File: src/hw/rtl/svag_pkg.sv
`default_nettype none
// ----------------------------------------------------------------------------
// svag_pkg
// Shared constants and types of the sphere vertex attribute generator.
// ----------------------------------------------------------------------------
package svag_pkg;

    localparam int FRAC_BITS = 14;
    localparam int MAX_GRID  = 255;
    localparam int Q30_SHIFT = 30 - FRAC_BITS;
    localparam int Q60_SHIFT = 60 - FRAC_BITS;

    localparam int MIN_RINGS    = 3;
    localparam int MIN_SECTIONS = 4;

    // restoring divider: one quotient bit per cell
    localparam int DIV_W   = 40;
    localparam int NUM_DIV = 4;

    localparam int ANGLE_W = 32;
    localparam int X_W     = 31;
    localparam int X2_W    = 32;
    localparam int TERM_W  = 34;
    localparam int SUM_W   = 40;
    localparam int TRIG_W  = 32;
    localparam int V_W     = 36;
    localparam int RECIP_SHIFT = 36;
    localparam int RECIP_W     = 36;

    localparam int SERIES_TERMS = 7;
    localparam int TERM_STAGES  = 3;
    localparam int SINCOS_LAT   = 2 + SERIES_TERMS * TERM_STAGES + 1;

    localparam logic [X_W-1:0]    HALF_PI_Q30 = 31'd1686629713;
    localparam logic [TERM_W-1:0] Q30_ONE     = 34'h0_4000_0000;
    localparam logic signed [TRIG_W-1:0] TRIG_ONE = 32'sh4000_0000;

    localparam logic [2:0] MODE_POSITION  = 3'd0;
    localparam logic [2:0] MODE_NORMAL    = 3'd1;
    localparam logic [2:0] MODE_TANGENT   = 3'd2;
    localparam logic [2:0] MODE_BITANGENT = 3'd3;
    localparam logic [2:0] MODE_WRAP      = 3'd4;

    localparam logic [0:0] REG_RING_COUNT    = 1'b0;
    localparam logic [0:0] REG_SECTION_COUNT = 1'b1;

    typedef struct packed {
        logic [X2_W-1:0]   x2;
        logic [TERM_W-1:0] sin_term;
        logic [SUM_W-1:0]  sin_sum;
        logic [TERM_W-1:0] cos_term;
        logic [SUM_W-1:0]  cos_sum;
    } svag_series_t;

    typedef struct packed {
        logic [2:0] mode;
        logic       err;
    } svag_tag_t;

    typedef struct packed {
        logic [2:0]  mode;
        logic        err;
        logic [15:0] u;
        logic [15:0] v;
    } svag_side_t;

endpackage
`default_nettype wire

File: src/hw/rtl/svag_div_cell.sv
`default_nettype none
// ----------------------------------------------------------------------------
// svag_div_cell
// One step of a restoring divider: takes in one numerator bit, emits one
// quotient bit into the same shift word.
// ----------------------------------------------------------------------------
module svag_div_cell
    import svag_pkg::*;
(
    input  wire logic             clk,
    input  wire logic             en,
    input  wire logic [7:0]       divisor,
    input  wire logic [7:0]       rem_in,
    input  wire logic [DIV_W-1:0] nq_in,
    output logic [7:0]            rem_out,
    output logic [DIV_W-1:0]      nq_out
);

    logic [8:0]       trial;
    logic             fits;
    logic [7:0]       rem_reg;
    logic [7:0]       rem_next;
    logic [DIV_W-1:0] nq_reg;
    logic [DIV_W-1:0] nq_next;

    always_comb
    begin
        trial = {rem_in, nq_in[DIV_W-1]};
        fits  = (trial >= {1'b0, divisor});
        if (fits)
        begin
            rem_next = 8'(trial - {1'b0, divisor});
        end
        else
        begin
            rem_next = trial[7:0];
        end
        nq_next = {nq_in[DIV_W-2:0], fits};
    end

    always_ff @(posedge clk)
    begin
        if (en)
        begin
            rem_reg <= rem_next;
            nq_reg  <= nq_next;
        end
    end

    assign rem_out = rem_reg;
    assign nq_out  = nq_reg;

endmodule
`default_nettype wire

File: config.mk
export PLATFORM = sky130hd
export DESIGN_NAME = svag_div_cell
export DESIGN_NICKNAME = d
export VERILOG_FILES = /design/src/hw/rtl/svag_pkg.sv /design/src/hw/rtl/svag_div_cell.sv
export SDC_FILE = /design/constraint.sdc
export NUM_CORES = 1
export LEC_CHECK = 0
export BUFFER_PORTS_ARGS = -buffer_cell sky130_fd_sc_hd__buf_4
export CAP_MARGIN = 20
export CORE_MARGIN = 2
export CORE_UTILIZATION = 44
export CTS_CLUSTER_DIAMETER = 150
export CTS_CLUSTER_SIZE = 12
export DETAILED_ROUTE_END_ITERATION = 7
export PLACE_DENSITY = 0.79
export REMOVE_ABC_BUFFERS = 1
export SYNTH_ARGS = -nofsm -noshare
export SYNTH_HDL_FRONTEND = slang
export SYNTH_SLANG_ARGS = --single-unit
File: constraint.sdc
create_clock -name clk -period 3 [get_ports clk]
set_input_delay 0.9 -clock clk [delete_from_list [all_inputs] [get_ports clk]]
set_output_delay 0.9 -clock clk [all_outputs]
set_load 0.01 [all_outputs]
* After elaboration in Yosys (flattened, before gate mapping)
Cells that the tools add are included.
Operators by class: add/subtract/negate cells 1, $lt $le $gt $ge 1, muxes and demuxes 1
Operator list (count):
- 9-bit by 8-bit greater-or-equal comparator with 1-bit output | 1
- 8-bit two-way mux | 1
- 8-bit subtractor | 1
Storage, ports and cells: register bits 48, input port bits 58, output and inout port bits 48, logic and storage cells 5

* Logic depth before layout (Yosys ltp)
Gate-level depths: netlist (run 1).
depth after elaboration 2, gate-level depth with buffers 9, depth with buffers taken out 8

* Least setup slack after synthesis (run 1)
Ideal clock, no wire load.
path type input to register, start point in divisor[6], end point reg rem_reg[2] (netlist: rem_out[2]) (data pin), arrival 2.436 ns, data required time 2.740 ns, slack 0.304 ns, stages on the path 7, cell sequence inv_1 -> ha_1 -> a21o_1 -> a2111oi_2 -> o21a_1 -> buf_6 -> mux2_4
Between the ends: word-level cells in the longest chain between the ends 2
Ends and longest elaborated chain:
- start: declaration | RTL line svag_div_cell.sv:12 | input wire logic [7:0] divisor,
- 9-bit by 8-bit greater-or-equal comparator with 1-bit output | RTL line svag_div_cell.sv:29 | fits = (trial >= {1'b0, divisor});
- 8-bit two-way mux | RTL line svag_div_cell.sv:30 | if (fits)
- net rem_next[2] | RTL line svag_div_cell.sv:22 | logic [7:0] rem_next;
- end signal: assignment | RTL line svag_div_cell.sv:45 | rem_reg <= rem_next;
- end: declaration | RTL line svag_div_cell.sv:21 | logic [7:0] rem_reg;
The timed path passes the listed nets, and every way through them passes these cells. A chain may end at the register's enable or synchronous reset.

* Worst setup path in the final report (run 1)
start point in divisor[0], end point reg rem_reg[6] (netlist: rem_out[6]) (data pin)
Between the ends: word-level cells in the longest chain between the ends 2, elaborated cells on any way between the ends 3
Ends and longest elaborated chain (RTL line):
- 8-bit subtractor / 9-bit by 8-bit greater-or-equal comparator with 1-bit output (equally long branches) | svag_div_cell.sv:32, svag_div_cell.sv:29
- 8-bit two-way mux * | svag_div_cell.sv:30
- net rem_next[6] | svag_div_cell.sv:22
The timed path passes the listed nets; every way through them passes the cells marked *.

==> flow_metrics.env, run 1 <==
export IMPL_async_flop_share_pct=0
export IMPL_cp_required_ns=3.05
export IMPL_critPathCapture="rem_out[6]$_DFFE_PP_"
export IMPL_fin_setup_tns_ns=0
export IMPL_p_sw_uw=334
export IMPL_cp_end_kind="flip-flop"
export IMPL_yosysUniqueCellTypes=29
export IMPL_start_util_pct=45.5
export IMPL_synthCells=114
export IMPL_antennaDiodeCount=0
export IMPL_ant_nets=0
export IMPL_clkTransAtPathRegs_ns=0.08
export IMPL_hold_viol=0
export IMPL_cp_start_kind="input pin"
export IMPL_synth_most_common_cell="edfxtp_1"
export IMPL_intPower_mw=1.16
export IMPL_row_count=24
export IMPL_overflow=0
export IMPL_fmax_mhz=383
export IMPL_ys_top_cells_by_count="48 x edfxtp_1, 12 x inv_1, 8 x ha_1"
export IMPL_routedWlPerCell_um=14.6
export IMPL_hold_class="in2reg"
export IMPL_cts_buffers=5
export IMPL_slew_headroom_pct=61.1
export IMPL_grt_setup_unrepaired="false"
export IMPL_syn_area_um2=1980
export IMPL_routed_wl_mm=4.09
export IMPL_vdd_drop_max_uv=191
export IMPL_coreArea_um2=4350
export IMPL_min_period_ns=2.61
export IMPL_num_fill_cells=313
export IMPL_drc=0
export IMPL_postCtsResizedCells=0
export IMPL_hold_buffers=0
export IMPL_seqPwrFrac_pct=55.3
export IMPL_place_area_um2=2850
export IMPL_pre_cts_ws_ns=0.0914
export IMPL_comb_power_share_pct=21.5
export IMPL_track_usage_pct=15.5
export IMPL_cp_data_arrival_time_ns=2.66
export IMPL_design_power_total_mw=1.49
export IMPL_drive_gt1_share_pct=53.9
export IMPL_worstSetupStartpoint="divisor[0]"
export IMPL_yosysTopAreaCell="edfxtp_1"
export IMPL_grt_max_degree=49
export IMPL_routabilityCongestion=0.780
export IMPL_worst_pin_slew_ns=0.583
export IMPL_drt_iter0_markers=45
export IMPL_grt_first_pass_wirelength_mm=5.95
export IMPL_synth_ff_type="edfxtp_1"
export IMPL_via_count=1382
export IMPL_setup_slack_ns=0.390
export IMPL_antenna_found_initial=0
export IMPL_ys_top_cells_by_area="edfxtp_1 73%, ha_1 5.1%, mux2_4 4.5%"
export IMPL_clockPowerShare_pct=23.2
export IMPL_dieArea_um2=5050
export IMPL_setup_viol=0
export IMPL_firstDrtPassIters=5
export IMPL_status="finished, final reports clean"
export IMPL_swShare_pct=22.4
export IMPL_synth_top_area_share_pct=72.8
export IMPL_leakagePower_nw=1.30
export IMPL_die_y_um=71.1
export IMPL_synth_seq_cells=48
export IMPL_io_pins=106
export IMPL_cts_tree="built"
export IMPL_cp_max_fo=3
export IMPL_h_tree_depth=2
export IMPL_grt_pass1_vias=1229
export IMPL_dp_hpwl_mm=3.26
export IMPL_viasPerCell=4.94
export IMPL_clock_path_buffers=2
export IMPL_power_density_nw_per_um2=509
export IMPL_worst_hold_slack_ns=0.783
export IMPL_die_width_um=71.1
export IMPL_finalMaxSlewViolations=0
export IMPL_synthToLayoutAreaGrowth_pct=47.8
export IMPL_final_cell_area_um2=2930
export IMPL_clock_sinks=48
export IMPL_nets=294
export IMPL_cts_root_buffer="clkbuf_8"
export IMPL_synth_edf_count=48
export IMPL_max_cap_violations=0
export IMPL_post_route_period_util_pct=87.0
export IMPL_cts_setup_buffers=0
export IMPL_synth_seq_area_share_pct=72.8
export IMPL_yosys_warnings=0
export IMPL_criticalPathCategory="in2reg"
export IMPL_syn_avg_cell_area_um2=17.4
export IMPL_io_buffers=105
layout by cell type, fill, tap and decap left out:
cell type	instances
a2111oi_2	1
a211o_1	1
a211oi_1	1
a211oi_2	1
a21o_1	2
a21o_2	1
a21oi_1	2
a311o_1	1
a31oi_1	1
buf_12	1
buf_4	107
clkbuf_1	2
clkbuf_8	5
clkinv_1	1
edfxtp_1	48
fa_1	1
ha_1	8
inv_1	12
mux2_4	6
mux2i_1	2
nand2_1	1
nand2b_1	2
nand3_1	2
nor2_1	4
nor2b_1	1
nor3_1	3
nor3b_1	1
nor4_1	1
o21a_1	2
o21ai_0	2
o311a_2	1
o31a_1	1
xnor2_1	3
layout make-up:
| cell class | instances | area [µm²] | share of cell area, % |
|---|---|---|---|
| clock buffers | 7 | 76.3 | 2.61 |
| clock inverters | 1 | 3.75 | 0.128 |
| inverters | 12 | 45.0 | 1.54 |
| multi-input cells | 52 | 472 | 16.1 |
| flip-flops and latches | 48 | 1440 | 49.3 |
| well taps | 52 | 65.1 | 2.22 |
| repair buffers | 108 | 823 | 28.1 |
cell families (layout without fill, tap and decap cells):
logic type                 count (synthesis)  after routing  share of synthesized area, %
AOI/OAI and AO/OA                         17             17                          7.01
muxes                                      8              8                          5.56
xor gates and xnor gates                   3              3                          1.33
and+or+nand+nor                           15             15                          3.85
DFF                                       48             48                          72.8
adders and majority gates                  9              9                          6.06
buffers and inverters                     14            128                          3.41
stage by stage:
| step | cells | util, % |
|---|---|---|
| floorplan | 112 | - |
| global placement | 272 | 65.4 |
| detailed placement | 272 | 65.4 |
| CTS | 280 | 67.2 |
| global route | 280 | 67.2 |
| finish | 280 | 67.2 |
state kept, by name, summed over array words and instances, names as in the netlist:
name,flops
rem_out,8
nq_out,40
how the worst min path moves through the flow:
stage                     cells after the start                   end  slack (ns)       from
final                                         1   nq_out[1]$_DFFE_PP_        0.78   nq_in[0]
after detailed placement                      1   nq_out[1]$_DFFE_PP_        1.08   nq_in[0]
after floorplan                               0  nq_out[10]$_DFFE_PP_         1.0   nq_in[9]
after global placement                        1  nq_out[22]$_DFFE_PP_        1.08  nq_in[21]
after global routing                          1   nq_out[1]$_DFFE_PP_        0.76   nq_in[0]
after CTS                                     1  nq_out[38]$_DFFE_PP_        0.77  nq_in[37]
layer usage:
layer	global-route usage (%)	routed length, µm
met1	17.5	1530
met2	27.0	2050
met3	6.98	465
met4	3.77	52
met5	0	0
critical path, stage by stage:
cell and delay (ns):
buf_4 0.11, ha_1 0.21, fa_1 0.41, nor2b_1 0.17
o31a_1 0.21, nor4_1 0.08, a311o_1 0.32, mux2_4 0.26
power by group through the flow:
stage / clock [mW] / combinational [mW] / sequential [mW]
4_1_cts: 0.361 / 0.323 / 0.826
5_1_grt: 0.384 / 0.344 / 0.831
3_5_place_dp: 0 / 0.323 / 0.841
6_report: 0.346 / 0.320 / 0.825
2_1_floorplan: 0 / 0.103 / 0.875
3_3_place_gp: 0 / 0.316 / 0.838
No activity file was read; power rests on OpenSTA's default activity.
==> run 2, diff against run 1 <==
--- a/config.mk
+++ b/config.mk
@@ -8,11 +8,11 @@
 export BUFFER_PORTS_ARGS = -buffer_cell sky130_fd_sc_hd__buf_4
 export CAP_MARGIN = 20
 export CORE_MARGIN = 2
-export CORE_UTILIZATION = 44
+export CORE_UTILIZATION = 40
 export CTS_CLUSTER_DIAMETER = 150
 export CTS_CLUSTER_SIZE = 12
 export DETAILED_ROUTE_END_ITERATION = 7
-export PLACE_DENSITY = 0.79
+export PLACE_DENSITY = 0.75
 export REMOVE_ABC_BUFFERS = 1
 export SYNTH_ARGS = -nofsm -noshare
 export SYNTH_HDL_FRONTEND = slang
==> constraint.sdc (replaced) <==
create_clock -name clk -period 2.3 [get_ports clk]
set_input_delay 0.69 -clock clk [delete_from_list [all_inputs] [get_ports clk]]
set_output_delay 0.69 -clock clk [all_outputs]
set_load 0.01 [all_outputs]
==> flow_metrics.env, run 2 (synthesis gave the netlist of run 1 again) <==
export IMPL_status="finished, final reports clean"
export IMPL_fmax_mhz=446
export IMPL_dieArea_um2=5530
export IMPL_dp_hpwl_mm=3.29
export IMPL_criticalPathCategory="in2reg"
export IMPL_max_cap_violations=0
export IMPL_cts_root_buffer="clkbuf_8"
export IMPL_power_density_nw_per_um2=696
export IMPL_clock_path_buffers=2
export IMPL_firstDrtPassIters=4
export IMPL_critPathMaxStageDelay_ns=0.33
export IMPL_antennaDiodeCount=0
export IMPL_routed_wl_mm=4.23
export IMPL_setup_viol=0
export IMPL_worst_path_buf_inv=3
export IMPL_row_count=25
export IMPL_drc=0
export IMPL_overflow=0
export IMPL_post_route_period_util_pct=97.5
export IMPL_synthToLayoutAreaGrowth_pct=61.1
export IMPL_critPathTopFamily="compound AO/OA/AOI/OAI gates"
export IMPL_drive_gt1_share_pct=61.4
export IMPL_cp_start_kind="input pin"
export IMPL_slew_headroom_pct=60.5
export IMPL_leakagePower_nw=1.44
export IMPL_io_pins=106
export IMPL_hold_buffers=0
export IMPL_cp_data_arrival_time_ns=2.29
export IMPL_finalMaxSlewViolations=0
export IMPL_worst_hold_slack_ns=0.572
export IMPL_routabilityCongestion=0.832
export IMPL_grt_first_pass_wirelength_mm=5.82
export IMPL_stdcell_count=318
export IMPL_hold_viol=0
export IMPL_grt_max_degree=49
export IMPL_final_common_cell="buf_4"
export IMPL_routedWlPerCell_um=13.3
export IMPL_slowest_stage="a311o_1"
export IMPL_largest_reg_flops=40
export IMPL_track_usage_pct=14.2
export IMPL_nets=318
export IMPL_via_count=1440
export IMPL_io_buffers=105
export IMPL_hold_class="in2reg"
export IMPL_antenna_found_initial=0
export IMPL_cp_required_ns=2.34
export IMPL_vdd_drop_max_uv=299
export IMPL_crit_top_cell="buf_4"
export IMPL_fin_setup_tns_ns=0
export IMPL_grt_setup_unrepaired="true"
export IMPL_min_period_ns=2.24
export IMPL_crit_chain="buf_4, inv_2, ha_4, fa_2, nor2b_2, o31a_1, buf_4, a311o_1, mux2_4"
export IMPL_fin_util_pct=67.1
export IMPL_cp_end_kind="flip-flop"
export IMPL_cts_buffers=5
export IMPL_cp_max_fo=2
export IMPL_ant_nets=0
export IMPL_place_area_um2=3030
export IMPL_start_util_pct=41.7
export IMPL_dpl_cell_count=310
export IMPL_final_cell_mix="132 x buf_4, 48 x edfxtp_1, 11 x inv_1"
export IMPL_cts_tree="built"
export IMPL_worst_pin_slew_ns=0.592
export IMPL_coreArea_um2=4750
export IMPL_clkTransAtPathRegs_ns=0.08
export IMPL_setup_slack_ns=0.0564
export IMPL_h_tree_depth=2
export IMPL_design_power_total_mw=2.22
export IMPL_drt_iter0_markers=60
export IMPL_clock_sinks=48
export IMPL_die_y_um=74.4
export IMPL_num_fill_cells=394
export IMPL_grt_pass1_vias=1319
export IMPL_pre_cts_ws_ns=-0.318
export IMPL_final_cell_area_um2=3190
export IMPL_viasPerCell=4.53
export IMPL_die_width_um=74.4
==> run 2: cell count changes in the layout (fill, tap and decap cells not counted), sizes merged <==
cell    before  now
buf        108  132
bufinv       0    2
clkbuf       7    5
clkinv       1    0
==> run 2: area by class of cell <==
type	count	area [µm²]	share of cell area, %
Sequential cell	48	1440	45.2
Clock buffer	5	68.8	2.16
Inverter	12	45.0	1.41
Timing Repair Buffer	132	991	31.0
Multi-Input combinational cell	52	502	15.7
Tap cell	67	83.8	2.63
Clock inverter	2	60.1	1.88
==> run 2: layer usage <==
metal | routed length, µm | up-vias | track usage [%]
met5 | 0 | - | 0
met4 | 19 | 0 | 4.17
met3 | 573 | 2 | 6.91
met2 | 2110 | 77 | 25.7
met1 | 1530 | 657 | 14.6
li1 | - | 704 | -
==> run 2: path summary, 6_finish.rpt <==
check,start,to,cells past startpoint
setup / recovery,nq_in[39],rem_out[6]$_DFFE_PP_,9
hold / removal,nq_in[23],nq_out[24]$_DFFE_PP_,1
==> run 2: what timing repair did <==
item | CTS | global route
gates resized for setup | 1 | 5
buffers inserted | 0 | 1
endpoints found under the setup margin | 1 | 2
pin swaps | 0 | 2
==> run 2: report_power, final <==
group / switching, mW / internal [mW]
Combinational: 0.184 / 0.279
Sequential: 0.0194 / 1.06
Clock: 0.255 / 0.428
==> run 3, diff against run 2 <==
--- a/config.mk
+++ b/config.mk
@@ -12,6 +12,7 @@
 export CTS_CLUSTER_DIAMETER = 150
 export CTS_CLUSTER_SIZE = 12
 export DETAILED_ROUTE_END_ITERATION = 7
+export GPL_TIMING_DRIVEN = 0
 export PLACE_DENSITY = 0.75
 export REMOVE_ABC_BUFFERS = 1
 export SYNTH_ARGS = -nofsm -noshare
==> constraint.sdc (replaced) <==
create_clock -name clk -period 2.3 [get_ports clk]
set_input_delay 0.23 -clock clk [delete_from_list [all_inputs] [get_ports clk]]
set_output_delay 0.23 -clock clk [all_outputs]
set_load 0.01 [all_outputs]
==> flow_metrics.env, run 3 (synthesis gave the netlist of run 1 again) <==
export IMPL_status="finished, final reports clean"
export IMPL_dp_hpwl_mm=3.16
export IMPL_viasPerCell=4.67
export IMPL_track_usage_pct=14.1
export IMPL_io_buffers=105
export IMPL_vdd_drop_max_uv=251
export IMPL_hold_depth=1
export IMPL_routedWlPerCell_um=13.8
export IMPL_largest_reg_flops=40
export IMPL_via_count=1358
export IMPL_die_y_um=74.4
export IMPL_worst_pin_slew_ns=0.581
export IMPL_min_period_ns=2.12
export IMPL_antenna_found_initial=0
export IMPL_drive_gt1_share_pct=54.5
export IMPL_crit_chain="buf_4, inv_1, ha_1, a21o_1, a2111oi_2, o21a_1, mux2_4"
export IMPL_row_count=25
export IMPL_worst_hold_slack_ns=0.109
export IMPL_postCtsResizedCells=0
export IMPL_slowest_stage="o21a_1"
export IMPL_clock_path_buffers=2
export IMPL_nets=291
export IMPL_routed_wl_mm=4.01
export IMPL_fin_util_pct=62.2
export IMPL_routabilityCongestion=0.778
export IMPL_cp_required_ns=2.35
export IMPL_cp_start_kind="input pin"
export IMPL_firstDrtPassIters=4
export IMPL_design_power_total_mw=2.16
export IMPL_final_common_cell="buf_4"
export IMPL_synthToLayoutAreaGrowth_pct=49.4
export IMPL_io_pins=106
export IMPL_critPathMaxStageDelay_ns=0.50
export IMPL_slew_headroom_pct=61.3
export IMPL_num_fill_cells=393
export IMPL_final_cell_mix="105 x buf_4, 48 x edfxtp_1, 12 x inv_1"
export IMPL_clock_sinks=48
export IMPL_dieArea_um2=5530
export IMPL_max_cap_violations=0
export IMPL_h_tree_depth=2
export IMPL_cts_buffers=5
export IMPL_post_route_period_util_pct=92.2
export IMPL_drt_iter0_markers=50
export IMPL_grt_pass1_vias=1266
export IMPL_start_util_pct=41.7
export IMPL_die_width_um=74.4
export IMPL_holdCritStartpoint="nq_in[10]"
export IMPL_cts_tree="built"
export IMPL_setup_viol=0
export IMPL_grt_first_pass_wirelength_mm=5.72
export IMPL_setup_slack_ns=0.179
export IMPL_criticalPathCategory="in2reg"
export IMPL_antennaDiodeCount=0
export IMPL_drc=0
export IMPL_multi_input_area_um2=472
export IMPL_grt_max_degree=49
export IMPL_coreArea_um2=4750
export IMPL_clkTransAtPathRegs_ns=0.08
export IMPL_leakagePower_nw=1.31
export IMPL_fmax_mhz=472
export IMPL_critPathTopFamily="compound AO/OA/AOI/OAI gates"
export IMPL_worst_path_buf_inv=2
export IMPL_finalMaxSlewViolations=0
export IMPL_register_area_um2=1440
export IMPL_ant_nets=0
export IMPL_hold_class="in2reg"
export IMPL_power_density_nw_per_um2=730
export IMPL_cp_max_fo=9
export IMPL_cts_root_buffer="clkbuf_8"
export IMPL_cp_data_arrival_time_ns=2.17
export IMPL_whs_endpoint="nq_out[11]$_DFFE_PP_"
export IMPL_hold_buffers=0
export IMPL_cp_end_kind="flip-flop"
export IMPL_overflow=0
export IMPL_cts_setup_buffers=0
export IMPL_pre_cts_ws_ns=-0.147
export IMPL_hold_viol=0
export IMPL_grt_setup_unrepaired="false"
run 3: routing by layer:
layer  share of wire [%]  track usage, %  up-vias
li1                    -               -      652
met2                  49            24.6       77
met3                  13            6.23        5
met4                 1.3            5.36        0
met1                  37            15.0      624
met5                   0               0        -
run 3: layout make-up:
class	instances	share of cell area [%]
sequential	48	48.7
clock inverter	2	2.03
inverter	12	1.52
tap	67	2.83
clock buffer	5	2.33
timing repair buffer	105	26.6
multi-input combinational	52	15.9
run 3: where the power goes:
group          leakage (nW)  switching, mW  internal [mW]
Sequential            0.470         0.0197           1.06
Clock                0.0642          0.253          0.427
Combinational         0.773          0.171          0.233
Total                  1.31          0.444           1.72
run 3: per-stage QoR:
stage          setup TNS [ns]  std cells  instance area [µm²]
2_1_floorplan               0        112                 1960
3_3_place_gp           -0.726        284                 2830
3_5_place_dp           -0.865        284                 2830
4_1_cts                     0        291                 2960
5_1_grt                     0        291                 2960
6_report                    0        291                 2960
run 3: worst max path at each step:
stage	from	to	slack, ns	cells after the start
floorplan	divisor[6]	rem_out[2]$_DFFE_PP_	0.13	6
global placement	divisor[6]	rem_out[6]$_DFFE_PP_	-0.12	7
detailed placement	divisor[6]	rem_out[4]$_DFFE_PP_	-0.15	7
CTS	divisor[6]	rem_out[4]$_DFFE_PP_	0.18	7
global route	divisor[6]	rem_out[4]$_DFFE_PP_	0.08	7
finish	divisor[6]	rem_out[2]$_DFFE_PP_	0.18	7
